--- config.mk ---
export PLATFORM = sky130hd
export DESIGN_NAME = html_title_and_link_extractor
export DESIGN_NICKNAME = d
export VERILOG_FILES = /design/src/hw/rtl/htle_pkg.sv /design/src/hw/rtl/html_title_and_link_extractor.sv /design/src/hw/rtl/htle_ram.sv /design/src/hw/rtl/htle_scan.sv /design/src/hw/rtl/htle_emit.sv
export SDC_FILE = /design/constraint.sdc
export NUM_CORES = 1
export LEC_CHECK = 0
export ABC_CLOCK_PERIOD_IN_PS = 6300
export BUFFER_PORTS_ARGS = -buffer_cell sky130_fd_sc_hd__buf_2
export CORE_ASPECT_RATIO = 1.4
export CORE_MARGIN = 2
export CORE_UTILIZATION = 55
export DETAILED_ROUTE_END_ITERATION = 7
export MAX_ROUTING_LAYER = met4
export PLACE_DENSITY = 0.8
export SYNTH_ARGS = -nofsm -noshare
export SYNTH_HDL_FRONTEND = slang
export SYNTH_SLANG_ARGS = --single-unit
--- constraint.sdc ---
create_clock -name clk -period 6.3 [get_ports clk]
set_input_delay 0.63 -clock clk [delete_from_list [all_inputs] [get_ports clk]]
set_output_delay 0.63 -clock clk [all_outputs]
set_load 0.02 [all_outputs]
--- src/hw/rtl/htle_pkg.sv ---
package htle_pkg;

    localparam int TITLE_LEN = 64;
    localparam int CNT_W     = $clog2(TITLE_LEN);

    localparam logic [CNT_W-1:0] CNT_FULL = CNT_W'(TITLE_LEN - 1);
    localparam logic [CNT_W-1:0] DOT_FROM = CNT_W'(TITLE_LEN - 4);

    localparam logic [7:0] CH_LT    = 8'h3C;
    localparam logic [7:0] CH_GT    = 8'h3E;
    localparam logic [7:0] CH_SLASH = 8'h2F;
    localparam logic [7:0] CH_DOT   = 8'h2E;
    localparam logic [7:0] CH_SPACE = 8'h20;
    localparam logic [7:0] CH_EQ    = 8'h3D;
    localparam logic [7:0] CH_A     = 8'h61;
    localparam logic [7:0] CH_E     = 8'h65;
    localparam logic [7:0] CH_F     = 8'h66;
    localparam logic [7:0] CH_H     = 8'h68;
    localparam logic [7:0] CH_I     = 8'h69;
    localparam logic [7:0] CH_L     = 8'h6C;
    localparam logic [7:0] CH_R     = 8'h72;
    localparam logic [7:0] CH_T     = 8'h74;
    localparam logic [7:0] CH_LOW_Z = 8'h7A;
    localparam logic [7:0] CASE_GAP = 8'h20;

    localparam logic [1:0] KIND_TITLE   = 2'd0;
    localparam logic [1:0] KIND_URL     = 2'd1;
    localparam logic [1:0] KIND_URL_END = 2'd2;
    localparam logic [1:0] KIND_DONE    = 2'd3;

    typedef enum logic [2:0] {
        PH_FIND_TITLE,
        PH_SKIP_GT,
        PH_TITLE,
        PH_FIND_A,
        PH_FIND_HREF,
        PH_QUOTE,
        PH_URL_FIRST,
        PH_URL
    } phase_t;

    typedef enum logic [1:0] {
        ST_IDLE,
        ST_RUN,
        ST_STAT
    } emit_state_t;

    typedef enum logic [1:0] {
        KW_TITLE,
        KW_ANCHOR,
        KW_HREF
    } kw_t;

    typedef struct packed {
        logic             done;
        logic [2:0]       pos;
    } kw_res_t;

    typedef struct packed {
        logic             run_start;
        logic             run_cut;
        logic [CNT_W-1:0] run_count;
        logic             direct_valid;
        logic [1:0]       direct_kind;
        logic [7:0]       direct_byte;
        logic             status_valid;
        logic             status;
    } htle_event_t;

    function automatic logic letter_hit(logic [7:0] k, logic [7:0] b);
        logic [7:0] up;
        begin
            up = (k >= CH_A && k <= CH_LOW_Z) ? (k - CASE_GAP) : k;
            return (b == k) || (b == up);
        end
    endfunction

    function automatic logic [2:0] kw_len(kw_t sel);
        logic [2:0] n;
        begin
            case (sel)
                KW_TITLE:  n = 3'd6;
                KW_ANCHOR: n = 3'd3;
                KW_HREF:   n = 3'd5;
                default:   n = 3'd3;
            endcase
            return n;
        end
    endfunction

    function automatic logic [7:0] kw_char(kw_t sel, logic [2:0] idx);
        logic [7:0] c;
        begin
            c = 8'h00;
            case (sel)
                KW_TITLE:
                begin
                    case (idx)
                        3'd0:    c = CH_LT;
                        3'd1:    c = CH_T;
                        3'd2:    c = CH_I;
                        3'd3:    c = CH_T;
                        3'd4:    c = CH_L;
                        3'd5:    c = CH_E;
                        default: c = 8'h00;
                    endcase
                end
                KW_ANCHOR:
                begin
                    case (idx)
                        3'd0:    c = CH_LT;
                        3'd1:    c = CH_A;
                        3'd2:    c = CH_SPACE;
                        default: c = 8'h00;
                    endcase
                end
                KW_HREF:
                begin
                    case (idx)
                        3'd0:    c = CH_H;
                        3'd1:    c = CH_R;
                        3'd2:    c = CH_E;
                        3'd3:    c = CH_F;
                        3'd4:    c = CH_EQ;
                        default: c = 8'h00;
                    endcase
                end
                default: c = 8'h00;
            endcase
            return c;
        end
    endfunction

    function automatic kw_res_t kw_step(kw_t sel, logic [2:0] pos, logic [7:0] b);
        logic [2:0] len;
        logic [2:0] p;
        kw_res_t    r;
        begin
            len = kw_len(sel);
            p   = (pos < len) ? pos : 3'd0;
            if (letter_hit(kw_char(sel, p), b))
            begin
                p = p + 3'd1;
            end
            else
            begin
                p = letter_hit(kw_char(sel, 3'd0), b) ? 3'd1 : 3'd0;
            end
            r.done = (p >= len);
            r.pos  = r.done ? 3'd0 : p;
            return r;
        end
    endfunction

endpackage

--- src/hw/rtl/html_title_and_link_extractor.sv ---
// A url result, or a status on its own, is registered and shows in the cycle after
// the causing transfer; the first byte of a title run passes the run state, the title
// memory read register and the output register. Throughput: one byte per cycle while the
// output keeps up; a title run (one memory read per cycle while the output keeps up) and a
// status that follows a url result or a run each hold the input in their own state.
// Reset: rst_n clears all control state at once; the title memory is not cleared.
module html_title_and_link_extractor import htle_pkg::*; (
    input  logic       clk,
    input  logic       rst_n,
    input  logic       s_axis_tvalid,
    output logic       s_axis_tready,
    input  logic [7:0] s_axis_tdata,   // in_byte
    input  logic       s_axis_tlast,   // stream_end
    output logic       m_axis_tvalid,
    input  logic       m_axis_tready,
    output logic [7:0] m_axis_tdata,   // out_byte
    output logic       m_axis_tlast,   // run_last
    output logic [2:0] m_axis_tuser    // out_kind[1:0], status
);

    logic             accept;
    htle_event_t      ev;
    logic             ram_we;
    logic [CNT_W-1:0] ram_waddr;
    logic [7:0]       ram_wdata;
    logic             ram_re;
    logic [CNT_W-1:0] ram_raddr;
    logic [7:0]       ram_rdata;

    assign accept = s_axis_tvalid && s_axis_tready;

    htle_scan u_scan (
        .clk        (clk),
        .rst_n      (rst_n),
        .accept     (accept),
        .in_byte    (s_axis_tdata),
        .stream_end (s_axis_tlast),
        .ev         (ev),
        .ram_we     (ram_we),
        .ram_waddr  (ram_waddr),
        .ram_wdata  (ram_wdata)
    );

    htle_ram #(
        .WIDTH (8),
        .DEPTH (TITLE_LEN)
    ) u_title_ram (
        .clk   (clk),
        .we    (ram_we),
        .waddr (ram_waddr),
        .wdata (ram_wdata),
        .re    (ram_re),
        .raddr (ram_raddr),
        .rdata (ram_rdata)
    );

    htle_emit u_emit (
        .clk           (clk),
        .rst_n         (rst_n),
        .accept        (accept),
        .ev            (ev),
        .in_ready      (s_axis_tready),
        .ram_re        (ram_re),
        .ram_raddr     (ram_raddr),
        .ram_rdata     (ram_rdata),
        .m_axis_tvalid (m_axis_tvalid),
        .m_axis_tready (m_axis_tready),
        .m_axis_tdata  (m_axis_tdata),
        .m_axis_tlast  (m_axis_tlast),
        .m_axis_tuser  (m_axis_tuser)
    );

`ifndef SYNTHESIS
    a_no_rw_overlap: assert property (@(posedge clk) disable iff (!rst_n)
        !(ram_we && ram_re))
        else $error("title memory written during a run readout");

    a_run_blocks_input: assert property (@(posedge clk) disable iff (!rst_n)
        accept && ev.run_start && (ev.run_count != '0) |=> !s_axis_tready)
        else $error("input taken while a title run is pending");

    a_last_only_title: assert property (@(posedge clk) disable iff (!rst_n)
        m_axis_tvalid && (m_axis_tuser[1:0] != KIND_TITLE) |-> !m_axis_tlast)
        else $error("run end flag on a non-title transfer");

    a_status_only_done: assert property (@(posedge clk) disable iff (!rst_n)
        m_axis_tvalid && (m_axis_tuser[1:0] != KIND_DONE) |-> !m_axis_tuser[2])
        else $error("status flag on a non-status transfer");
`endif

endmodule

--- src/hw/rtl/htle_ram.sv ---
module htle_ram #(
    parameter int WIDTH = 8,
    parameter int DEPTH = 64
) (
    input  logic                     clk,
    input  logic                     we,
    input  logic [$clog2(DEPTH)-1:0] waddr,
    input  logic [WIDTH-1:0]         wdata,
    input  logic                     re,
    input  logic [$clog2(DEPTH)-1:0] raddr,
    output logic [WIDTH-1:0]         rdata
);

    logic [WIDTH-1:0] mem_reg [DEPTH];
    logic [WIDTH-1:0] rdata_reg;

    always_ff @(posedge clk)
    begin
        if (we)
        begin
            mem_reg[waddr] <= wdata;
        end
        if (re)
        begin
            rdata_reg <= mem_reg[raddr];
        end
    end

    assign rdata = rdata_reg;

endmodule

--- src/hw/rtl/htle_scan.sv ---
module htle_scan import htle_pkg::*; (
    input  logic             clk,
    input  logic             rst_n,
    input  logic             accept,
    input  logic [7:0]       in_byte,
    input  logic             stream_end,
    output htle_event_t      ev,
    output logic             ram_we,
    output logic [CNT_W-1:0] ram_waddr,
    output logic [7:0]       ram_wdata
);

    phase_t           phase_reg, phase_next, phase_step;
    logic [2:0]       match_reg, match_next;
    logic [CNT_W-1:0] count_reg, count_next;
    logic             pend_reg, pend_next;
    logic [7:0]       quote_reg, quote_next;

    kw_t              kw_sel;
    kw_res_t          kw_res;
    logic [CNT_W-1:0] c1;
    logic             c_full;
    logic             url_stop;

    logic             t_we;
    logic [CNT_W-1:0] t_waddr;
    logic [7:0]       t_wdata;
    logic [CNT_W-1:0] t_count_n;
    logic             t_pend_n;
    logic             t_finish;
    logic             t_cut;

    assign kw_sel   = (phase_reg == PH_FIND_TITLE) ? KW_TITLE :
                      (phase_reg == PH_FIND_HREF)  ? KW_HREF  : KW_ANCHOR;
    assign kw_res   = kw_step(kw_sel, match_reg, in_byte);
    assign c1       = count_reg + CNT_W'(1);
    assign c_full   = (count_reg == CNT_FULL);
    assign url_stop = (in_byte == quote_reg) || (in_byte == CH_SPACE) || (in_byte == CH_LT);

    // Title store: a '<' is written ahead at the next slot and counted only once
    // the following byte shows it does not open a closing tag.
    always_comb
    begin
        t_we      = 1'b0;
        t_waddr   = count_reg;
        t_wdata   = in_byte;
        t_count_n = count_reg;
        t_pend_n  = pend_reg;
        t_finish  = 1'b0;
        t_cut     = 1'b0;
        if (!pend_reg)
        begin
            if (in_byte == CH_LT)
            begin
                t_we     = 1'b1;
                t_wdata  = CH_LT;
                t_pend_n = 1'b1;
            end
            else if (!c_full)
            begin
                t_we      = 1'b1;
                t_count_n = c1;
            end
            else
            begin
                t_finish = 1'b1;
                t_cut    = 1'b1;
            end
        end
        else
        begin
            t_pend_n = 1'b0;
            if (in_byte == CH_SLASH)
            begin
                t_finish = 1'b1;
            end
            else if (c_full)
            begin
                t_finish = 1'b1;
                t_cut    = 1'b1;
            end
            else if (in_byte == CH_LT)
            begin
                t_we      = 1'b1;
                t_waddr   = c1;
                t_wdata   = CH_LT;
                t_count_n = c1;
                t_pend_n  = 1'b1;
            end
            else if (c1 != CNT_FULL)
            begin
                t_we      = 1'b1;
                t_waddr   = c1;
                t_count_n = c1 + CNT_W'(1);
            end
            else
            begin
                t_finish = 1'b1;
                t_cut    = 1'b1;
            end
        end
    end

    always_comb
    begin
        phase_step = phase_reg;
        match_next = match_reg;
        count_next = count_reg;
        pend_next  = pend_reg;
        quote_next = quote_reg;
        if (accept)
        begin
            case (phase_reg)
                PH_FIND_TITLE:
                begin
                    match_next = kw_res.pos;
                    if (kw_res.done)
                    begin
                        phase_step = PH_SKIP_GT;
                    end
                end
                PH_SKIP_GT:
                begin
                    if (in_byte == CH_GT)
                    begin
                        phase_step = PH_TITLE;
                        count_next = '0;
                        pend_next  = 1'b0;
                    end
                end
                PH_TITLE:
                begin
                    if (t_finish)
                    begin
                        phase_step = PH_FIND_A;
                        count_next = '0;
                        pend_next  = 1'b0;
                        match_next = 3'd0;
                    end
                    else
                    begin
                        count_next = t_count_n;
                        pend_next  = t_pend_n;
                    end
                end
                PH_FIND_HREF:
                begin
                    match_next = kw_res.pos;
                    if (kw_res.done)
                    begin
                        phase_step = PH_QUOTE;
                    end
                end
                PH_QUOTE:
                begin
                    quote_next = in_byte;
                    phase_step = PH_URL_FIRST;
                end
                PH_URL_FIRST:
                begin
                    match_next = 3'd0;
                    if (in_byte == CH_H && quote_reg != CH_H)
                    begin
                        phase_step = PH_URL;
                    end
                    else
                    begin
                        phase_step = PH_FIND_A;
                    end
                end
                PH_URL:
                begin
                    if (url_stop)
                    begin
                        phase_step = PH_FIND_A;
                        match_next = 3'd0;
                    end
                end
                default:
                begin
                    match_next = kw_res.pos;
                    phase_step = kw_res.done ? PH_FIND_HREF : PH_FIND_A;
                end
            endcase
        end
        phase_next = phase_step;
        if (accept && stream_end)
        begin
            phase_next = PH_FIND_TITLE;
            match_next = 3'd0;
            count_next = '0;
            pend_next  = 1'b0;
            quote_next = 8'h00;
        end
    end

    always_comb
    begin
        ev        = '0;
        ram_we    = 1'b0;
        ram_waddr = t_waddr;
        ram_wdata = t_wdata;
        if (accept)
        begin
            case (phase_reg)
                PH_TITLE:
                begin
                    ram_we = t_we;
                    if (t_finish)
                    begin
                        ev.run_start = 1'b1;
                        ev.run_cut   = t_cut;
                        ev.run_count = t_cut ? CNT_FULL : count_reg;
                    end
                end
                PH_URL_FIRST:
                begin
                    if (in_byte == CH_H)
                    begin
                        ev.direct_valid = 1'b1;
                        if (quote_reg == CH_H)
                        begin
                            ev.direct_kind = KIND_URL_END;
                        end
                        else
                        begin
                            ev.direct_kind = KIND_URL;
                            ev.direct_byte = in_byte;
                        end
                    end
                end
                PH_URL:
                begin
                    ev.direct_valid = 1'b1;
                    if (url_stop)
                    begin
                        ev.direct_kind = KIND_URL_END;
                    end
                    else
                    begin
                        ev.direct_kind = KIND_URL;
                        ev.direct_byte = in_byte;
                    end
                end
                default:
                begin
                    ev.direct_valid = 1'b0;
                end
            endcase
            if (stream_end)
            begin
                ev.status_valid = 1'b1;
                ev.status       = !(phase_step == PH_FIND_TITLE || phase_step == PH_FIND_A);
            end
        end
    end

    always_ff @(posedge clk or negedge rst_n)
    begin
        if (!rst_n)
        begin
            phase_reg <= PH_FIND_TITLE;
            match_reg <= 3'd0;
            count_reg <= '0;
            pend_reg  <= 1'b0;
            quote_reg <= 8'h00;
        end
        else
        begin
            phase_reg <= phase_next;
            match_reg <= match_next;
            count_reg <= count_next;
            pend_reg  <= pend_next;
            quote_reg <= quote_next;
        end
    end

endmodule

--- src/hw/rtl/htle_emit.sv ---
module htle_emit import htle_pkg::*; (
    input  logic             clk,
    input  logic             rst_n,
    input  logic             accept,
    input  htle_event_t      ev,
    output logic             in_ready,
    output logic             ram_re,
    output logic [CNT_W-1:0] ram_raddr,
    input  logic [7:0]       ram_rdata,
    output logic             m_axis_tvalid,
    input  logic             m_axis_tready,
    output logic [7:0]       m_axis_tdata,  // out_byte
    output logic             m_axis_tlast,  // run_last
    output logic [2:0]       m_axis_tuser   // out_kind[1:0], status
);

    emit_state_t      state_reg, state_next;
    logic [CNT_W-1:0] idx_reg, idx_next;
    logic [CNT_W-1:0] cnt_reg, cnt_next;
    logic             cut_reg, cut_next;
    logic             spend_reg, spend_next;
    logic             sval_reg, sval_next;
    logic             rpend_reg, rpend_next;
    logic             rlast_reg, rlast_next;
    logic             rdot_reg, rdot_next;
    logic             ov_reg, ov_next;
    logic [1:0]       okind_reg, okind_next;
    logic [7:0]       obyte_reg, obyte_next;
    logic             olast_reg, olast_next;
    logic             ostat_reg, ostat_next;

    logic             out_free;
    logic             rd_load;
    logic             rd_issue;
    logic             run_done;
    logic             run_go;

    assign out_free = !ov_reg || m_axis_tready;
    assign rd_load  = (state_reg == ST_RUN) && rpend_reg && out_free;
    assign rd_issue = (state_reg == ST_RUN) && (idx_reg < cnt_reg) && (!rpend_reg || rd_load);
    assign run_done = (state_reg == ST_RUN) && (idx_reg == cnt_reg) && (!rpend_reg || rd_load);
    assign run_go   = ev.run_start && (ev.run_count != '0);
    assign in_ready = (state_reg == ST_IDLE) && out_free;

    assign ram_re    = rd_issue;
    assign ram_raddr = idx_reg;

    always_comb
    begin
        state_next = state_reg;
        case (state_reg)
            ST_IDLE:
            begin
                if (accept)
                begin
                    if (run_go)
                    begin
                        state_next = ST_RUN;
                    end
                    else if (ev.direct_valid && ev.status_valid)
                    begin
                        state_next = ST_STAT;
                    end
                end
            end
            ST_RUN:
            begin
                if (run_done)
                begin
                    state_next = spend_reg ? ST_STAT : ST_IDLE;
                end
            end
            ST_STAT:
            begin
                if (out_free)
                begin
                    state_next = ST_IDLE;
                end
            end
            default: state_next = ST_IDLE;
        endcase
    end

    always_comb
    begin
        idx_next   = idx_reg;
        cnt_next   = cnt_reg;
        cut_next   = cut_reg;
        spend_next = spend_reg;
        sval_next  = sval_reg;
        rpend_next = rpend_reg;
        rlast_next = rlast_reg;
        rdot_next  = rdot_reg;
        ov_next    = ov_reg && !m_axis_tready;
        okind_next = okind_reg;
        obyte_next = obyte_reg;
        olast_next = olast_reg;
        ostat_next = ostat_reg;
        case (state_reg)
            ST_IDLE:
            begin
                if (accept)
                begin
                    spend_next = ev.status_valid;
                    sval_next  = ev.status;
                    if (run_go)
                    begin
                        idx_next = '0;
                        cnt_next = ev.run_count;
                        cut_next = ev.run_cut;
                    end
                    else if (ev.direct_valid)
                    begin
                        ov_next    = 1'b1;
                        okind_next = ev.direct_kind;
                        obyte_next = ev.direct_byte;
                        olast_next = 1'b0;
                        ostat_next = 1'b0;
                    end
                    else if (ev.status_valid)
                    begin
                        spend_next = 1'b0;
                        ov_next    = 1'b1;
                        okind_next = KIND_DONE;
                        obyte_next = 8'h00;
                        olast_next = 1'b0;
                        ostat_next = ev.status;
                    end
                end
            end
            ST_RUN:
            begin
                if (rd_load)
                begin
                    ov_next    = 1'b1;
                    okind_next = KIND_TITLE;
                    obyte_next = rdot_reg ? CH_DOT : ram_rdata;
                    olast_next = rlast_reg;
                    ostat_next = 1'b0;
                    rpend_next = 1'b0;
                end
                if (rd_issue)
                begin
                    idx_next   = idx_reg + CNT_W'(1);
                    rpend_next = 1'b1;
                    rlast_next = (idx_reg == cnt_reg - CNT_W'(1));
                    rdot_next  = cut_reg && (idx_reg >= DOT_FROM);
                end
            end
            ST_STAT:
            begin
                if (out_free)
                begin
                    spend_next = 1'b0;
                    ov_next    = 1'b1;
                    okind_next = KIND_DONE;
                    obyte_next = 8'h00;
                    olast_next = 1'b0;
                    ostat_next = sval_reg;
                end
            end
            default: ov_next = ov_reg && !m_axis_tready;
        endcase
    end

    always_ff @(posedge clk or negedge rst_n)
    begin
        if (!rst_n)
        begin
            state_reg <= ST_IDLE;
            idx_reg   <= '0;
            cnt_reg   <= '0;
            cut_reg   <= 1'b0;
            spend_reg <= 1'b0;
            sval_reg  <= 1'b0;
            rpend_reg <= 1'b0;
            ov_reg    <= 1'b0;
        end
        else
        begin
            state_reg <= state_next;
            idx_reg   <= idx_next;
            cnt_reg   <= cnt_next;
            cut_reg   <= cut_next;
            spend_reg <= spend_next;
            sval_reg  <= sval_next;
            rpend_reg <= rpend_next;
            ov_reg    <= ov_next;
        end
    end

    always_ff @(posedge clk)
    begin
        rlast_reg <= rlast_next;
        rdot_reg  <= rdot_next;
        okind_reg <= okind_next;
        obyte_reg <= obyte_next;
        olast_reg <= olast_next;
        ostat_reg <= ostat_next;
    end

    assign m_axis_tvalid = ov_reg;
    assign m_axis_tdata  = obyte_reg;
    assign m_axis_tlast  = olast_reg;
    assign m_axis_tuser  = {ostat_reg, okind_reg};

endmodule

==> results of run 1 <==
## cells in the mapped netlist, types with 4 or more instances
cell / count
and2_1: 8
a31oi_1: 7
nand2b_1: 14
buf_2: 16
a22o_1: 9
xnor2_1: 21
buf_1: 10
xor2_1: 11
a21oi_1: 25
nor3_1: 8
inv_2: 4
a21o_1: 7
dfrtp_1: 40
or4_1: 6
a211oi_1: 7
mux4_2: 168
inv_1: 30
or3_1: 5
mux2i_1: 12
clkbuf_1: 55
nand2_1: 59
o22ai_1: 4
nor2_1: 111
o31ai_1: 8
o21ai_0: 39
nand3_1: 19
a22oi_1: 4
and3_1: 9
nand4_1: 12
nor2b_1: 7
edfxtp_1: 534
o22a_1: 5
ha_1: 26
## cell type report
cell class / instances / area [sq um]
sequential: 574 / 17000
multi-input combinational: 674 / 7140
timing repair buffer: 66 / 443
clock buffer: 54 / 1250
tap: 558 / 698
fill: 2940 / 16900
inverter: 34 / 130
clock inverter: 33 / 347
## metrics by stage
| stage | worst slack (ns) | TNS, ns |
|---|---|---|
| after floorplan | 0.222 | 0 |
| after global placement | 0.0611 | 0 |
| after detailed placement | -0.0573 | -0.0852 |
| after CTS | 0.00278 | 0 |
| after global routing | -0.0634 | -0.0634 |
| final | 0.212 | 0 |
## critical path, delay by kind of cell (launching register included)
kind	cells	cell delay (ns)
DFF	1	0.40
xor gates and xnor gates	1	0.13
buffers and inverters	2	0.18
adders and majority gates	5	0.97
muxes	1	0.13
AOI/OAI and AO/OA	12	2.44
and+or+nand+nor	7	1.67
## metal layers
metal	GRT usage, %	up-vias
met5	-	-
met4	11.9	0
met3	3.61	175
met2	44.1	746
met1	31.7	6884
li1	-	5548
## logic make-up after synthesis
kind of cell / share of synthesized area, %
mux: 16.0
fa+ha+maj: 1.33
buf+inv: 1.88
simple gates: 5.41
flops: 69.6
compound gates: 4.66
xor+xnor: 1.14
## final timing paths
| path | endpoint | depth (start not counted) | slack (ns) | startpoint |
|---|---|---|---|---|
| setup reg to reg | u_emit.ostat_reg | 28 | 0.21 | u_scan.phase_reg[1] |
| hold / removal | u_emit.state_reg[0] | 1 | 0.20 | rst_n |
| setup / recovery | u_emit.ostat_reg | 28 | 0.21 | u_scan.phase_reg[1] |
| min in group clk | u_scan.phase_reg[1] | 2 | 0.36 | s_axis_tlast |
| hold reg to reg | u_emit.cut_reg | 2 | 0.48 | u_emit.cut_reg |
| max in group asynchronous | u_emit.ram_raddr[0] | 1 | 5.39 | rst_n |
## power breakdown
| group | switching [uW] | internal (uW) |
|---|---|---|
| Combinational | 97.9 | 19.6 |
| Sequential | 1.08 | 4160 |
| Clock | 1350 | 1690 |
| Total | 1450 | 5870 |
## timing repair
action,in CTS,in global routing
endpoints found under the setup margin,2,5
resized for setup,3,31
gates cloned,0,0
setup buffers,0,6
pin swaps,0,18
==> flow_metrics.py, run 1 <==
metrics = {
    "route": {
        "drc": 0,
        "wl_met3_mm": 4.11,
        "vias": 13400,
        "postRouteAntennaNets": 0,
        "drtIter0Drc": 1599,
        "wl_mm": 57.5,
        "met2WireLength_mm": 29.9,
        "wl_met1_mm": 20.5,
        "detail_route.vias_per_cell": 6.70,
        "highest_layer": "met4",
        "avgRoutedWirePerCell_microns": 28.9,
        "drt_pre_antenna_iters": 5,
    },
    "floorplanning": {
        "die_h_microns": 254,
        "fp-row-count": 91,
        "die_w_microns": 182,
        "coreArea_sq_mm": 0.0439,
        "dieArea_sq_mm": 0.0462,
        "pin_count": 27,
        "initial_core_util_pct": 55.7,
    },
    "yosys": {
        "synth.avg_cell_area_sq_um": 17.9,
        "synthTopCellsByArea": "edfxtp_1 66%, mux4_2 15%, dfrtp_1 4.1%",
        "synth_cells": 1364,
        "netlist.top_cell.by_area": "edfxtp_1",
        "synthesis.area_sq_mm": 0.0245,
        "ys_ff_latch": 574,
        "yosys_warnings": 0,
        "synth-main-ff-cell": "edfxtp_1",
        "ys_async_sr_fraction_pct": 6.97,
        "synth.top_cell.area_share_pct": 65.5,
        "seq_area_frac_synth_pct": 69.6,
        "syn-num-nets": 1403,
        "synth_edf_count": 534,
        "ys_types": 75,
    },
    "hold_path": {
        "hold_class": "in2async",
    },
    "timing": {
        "period_share_pct": 96.6,
        "maxClockFrequency_mhz": 164,
        "relSlewSlack_pct": 34.3,
        "worst_slew_pin_slew_ns": 0.982,
        "skew_ns": 0.0291,
        "hold_ws_ns": 0.199,
        "final-hold-violation-count": 0,
        "setup_violations": 0,
        "slew_violations": 0,
        "min_period_ns": 6.09,
    },
    "finish": {
        "final_core_util_pct": 61.6,
        "final_cells": 1993,
        "finish.instance_area_sq_mm": 0.0271,
        "final_common_cell": "edfxtp_1",
        "antenna_cells": 0,
        "final_nets": 1438,
        "drive_above_1_share_pct": 24.8,
        "largest_register_ffs": 512,
        "area_growth_pct": 10.5,
        "layout_common_cells": "534 x edfxtp_1, 168 x mux4_2, 111 x nor2_1",
    },
    "critical_path": {
        "startpoint_type": "flip-flop",
        "slowest_stage": "or3_4",
        "endpoint_kind": "flip-flop",
        "cp_common_cell": "ha_4",
        "required_ns": 6.71,
        "cp.arrival_ns": 6.50,
        "worstPathMaxFanout": 6,
        "max_stage_delay_ns": 0.42,
        "worst-setup-path-type": "reg2reg",
    },
    "placement": {
        "dpl.cell_count": 1900,
        "dpl.hpwl_mm": 34.5,
        "place_area_sq_mm": 0.0253,
        "gp_congestion": 0.890,
        "io_buffers": 26,
    },
    "clock_network": {
        "clockBufferDepth": 3,
        "clk_root_buffer_cell": "clkbuf_16",
        "cts_hold_buffers": 0,
        "clk_pin_slew_ns": 0.07,
        "clock-sinks": 574,
        "cts_tree": "yes",
        "cts_buffers": 49,
        "htreeDepth": 2,
        "clock_latency_ns": 0.60,
    },
    "flow_run": {
        "drv_cap": 0,
    },
    "global_route": {
        "grt_start_max_net_pins": 72,
        "grt_usage_pct": 26.1,
        "grt_pass1_vias": 13400,
        "grt_pass1_wl_mm": 85.9,
        "antenna_found_initial": 0,
        "grt_remaining_overflow": 0,
    },
    "pwr": {
        "max-vdd-ir-drop_mv": 0.202,
        "cellLeakagePower_uw": 0.00860,
        "finalPower_uw": 7320,
        "power.density_mw_per_mm2": 271,
    },
    "outcome": {
        "status": "complete, no violations",
    },
}
(Power assumes the default switching activity.)
==> inputs of run 2 (changes only) <==
Settings changed: REMOVE_ABC_BUFFERS set to 1, SYNTH_HIERARCHICAL set to 1.
==> run 2 against run 1 <==
Compared with the run above:
- fmax grew 2.5%
- clock-buffer cell count grew 10
- utilization down 0.74 points
- clock power shrank 5%
- clock skew rose by 0.011 ns
- global-route usage increased by 0.90 points
- area after synthesis is 2.4% higher
- largest cell class unchanged
- highest routed layer unchanged
==> flow_metrics.py, run 2 <==
metrics = {
    "outcome": {
        "status": "complete, no violations",
    },
    "global_route": {
        "met3_usage_pct": 4.18,
        "grt_pass1_wl_mm": 91.7,
        "grt_usage_pct": 27.0,
        "use_met2_pct": 44.4,
        "grt_pass1_vias": 14500,
        "grt_start_max_net_pins": 72,
        "grt_remaining_overflow": 0,
        "top_usage_layer": "met2",
        "met1_usage_pct": 33.0,
        "antenna_found_initial": 0,
    },
    "timing": {
        "slew_violations": 0,
        "rsz0062_at_grt": "false",
        "maxClockFrequency_mhz": 168,
        "setup_violations": 0,
        "worst_slew_pin_slew_ns": 1.18,
        "worst_slack_ns": 0.359,
        "period_share_pct": 94.3,
        "skew_ns": 0.0399,
        "relSlewSlack_pct": 20.7,
        "final-hold-violation-count": 0,
        "min_period_ns": 5.94,
    },
    "critical_path": {
        "cp.arrival_ns": 6.27,
        "worstPathMaxFanout": 6,
        "worst-setup-path-type": "reg2reg",
        "endpoint_kind": "flip-flop",
        "required_ns": 6.63,
        "startpoint_type": "flip-flop",
    },
    "pwr": {
        "power.density_mw_per_mm2": 266,
        "finalPower_uw": 7280,
        "cellLeakagePower_uw": 0.00872,
        "max-vdd-ir-drop_mv": 0.189,
    },
    "yosys": {
        "synth_xor_area_share_pct": 1.01,
        "seq_area_frac_synth_pct": 68.0,
        "ys_ff_latch": 574,
        "muxShareOfSynthArea_pct": 12.4,
        "synth-main-ff-cell": "edfxtp_1",
        "synth.most_common_cell": "edfxtp_1",
        "ys_async_sr_fraction_pct": 6.97,
        "synth.avg_cell_area_sq_um": 16.4,
        "synthTopCellsByCount": "534 x edfxtp_1, 128 x nor2_1, 124 x mux4_2, 73 x nand2_1, 47 x clkbuf_1",
        "ys_types": 103,
        "synth_top_family_by_area": "multiplexers",
        "synthAdderAreaFrac_pct": 1.30,
        "synth.top_cell.area_share_pct": 64.0,
        "yosys_warnings": 6,
        "netlist.top_cell.by_area": "edfxtp_1",
        "synth_cells": 1528,
        "synthTopCellsByArea": "edfxtp_1 64%, mux4_2 11%, dfrtp_1 4.0%",
        "synth-simple-area-share_pct": 7.92,
        "synth_edf_count": 534,
        "synth_compound_area_share_pct": 7.02,
        "synthesis.area_sq_mm": 0.0251,
    },
    "finish": {
        "area_growth_pct": 9.19,
        "antenna_cells": 0,
        "layout_common_cells": "534 x edfxtp_1, 127 x nor2_1, 124 x mux4_2",
        "final_common_cell": "edfxtp_1",
        "final_nets": 1594,
        "largest_register_ffs": 512,
        "final_cells": 2201,
        "drive_above_1_share_pct": 19.8,
    },
    "clock_network": {
        "htreeDepth": 2,
        "cts_buffers": 49,
        "cts_tree": "yes",
        "clk_root_buffer_cell": "clkbuf_16",
        "clock-sinks": 574,
        "cts_hold_buffers": 0,
        "clockBufferDepth": 3,
        "clock_latency_ns": 0.60,
        "clk_pin_slew_ns": 0.06,
    },
    "route": {
        "avgRoutedWirePerCell_microns": 27.8,
        "drtIter0Drc": 1969,
        "drc": 0,
        "wl_mm": 61.1,
        "vias": 14800,
        "drt_pre_antenna_iters": 8,
        "detail_route.vias_per_cell": 6.73,
        "postRouteAntennaNets": 0,
    },
    "floorplanning": {
        "die_w_microns": 184,
        "initial_core_util_pct": 55.7,
        "die_h_microns": 257,
        "pin_count": 27,
        "dieArea_sq_mm": 0.0473,
        "fp-row-count": 92,
        "coreArea_sq_mm": 0.0450,
    },
    "flow_run": {
        "drv_cap": 0,
    },
    "placement": {
        "gp_congestion": 0.895,
        "dpl.cell_count": 2113,
        "place_ws_ns": 0.0609,
        "dpl.hpwl_mm": 38.5,
        "io_buffers": 26,
    },
    "hold_path": {
        "hold_class": "in2async",
    },
}
run 2: worst paths after layout:
| path | slack, ns | start | end | depth (start not counted) |
|---|---|---|---|---|
| setup / recovery | 0.36 | u_scan/phase_reg[1] | u_emit/ostat_reg | 26 |
| hold / removal | 0.20 | rst_n | u_emit/sval_reg | 1 |
| setup reg to reg | 0.36 | u_scan/phase_reg[1] | u_emit/ostat_reg | 26 |
| hold reg to reg | 0.50 | u_emit/cut_reg | u_emit/cut_reg | 1 |
| max in group asynchronous | 5.38 | rst_n | u_emit/ram_raddr[1] | 1 |
| min in group clk | 0.46 | m_axis_tready | u_emit/m_axis_tvalid | 4 |
run 2: kinds of logic after synthesis:
logic type,Yosys count
xor gates and xnor gates,29
muxes,153
AOI/OAI and AO/OA,236
and+or+nand+nor,387
adders and majority gates,26
DFF,574
buffers and inverters,123
run 2: area by class of cell:
cell class	instances	area, sq um
multi-input cells	831	7470
clock buffers	64	1310
well taps	611	764
flip-flops and latches	574	17000
repair buffers	70	473
fillers	3071	17600
inverters	29	110
clock inverters	22	203
run 2: where the power goes:
group          switching (uW)  internal (uW)  total [uW]
clock                    1300           1590        2890
sequential               2.51           4170        4170
combinational             157           57.7         215
total                    1460           5820        7280
run 2: what timing repair did:
item / in CTS / in global routing
endpoints found under the hold margin: 0 / 0
setup buffers: 0 / 2
gates resized for setup: 0 / 11
endpoints found under the setup margin: 0 / 5
run 2: worst max-delay path, stage by stage (launching register included):
cell	delay, ns
dfrtp_1	0.39
or3b_1	0.41
inv_2	0.07
ha_1	0.27
o21a_2	0.27
nor2_2	0.12
nand2_1	0.12
inv_2	0.12
ha_2	0.23
nor2b_1	0.07
a21oi_1	0.18
a21oi_1	0.09
or4_4	0.58
o311a_4	0.33
o32ai_4	0.32
nand3_4	0.15
mux2_4	0.33
ha_1	0.28
nand2b_1	0.14
a21o_1	0.18
a21oi_2	0.19
or2_2	0.15
a21oi_1	0.06
a21o_1	0.18
xnor2_1	0.13
a21oi_1	0.10
a32o_1	0.22
run 2: metal layers:
metal	wire length [microns]	vias to the layer above
met1	21600	7481
met4	3490	0
met2	31000	957
li1	-	6149
met5	0	-
met3	5040	226
run 2: metrics by stage:
| stage | TNS [ns] | instance area [sq um] | utilization, % | hold slack (ns) |
|---|---|---|---|---|
| 5_1_grt | 0 | 27400 | 60.8 | 0.264 |
| 6_report | 0 | 27400 | 60.8 | 0.201 |
| 3_3_place_gp | 0 | 25800 | 57.3 | 0.476 |
| 3_5_place_dp | 0 | 25800 | 57.3 | 0.486 |
| 4_1_cts | 0 | 27300 | 60.7 | 0.245 |
| 2_1_floorplan | -3.59 | 24600 | - | 0.334 |
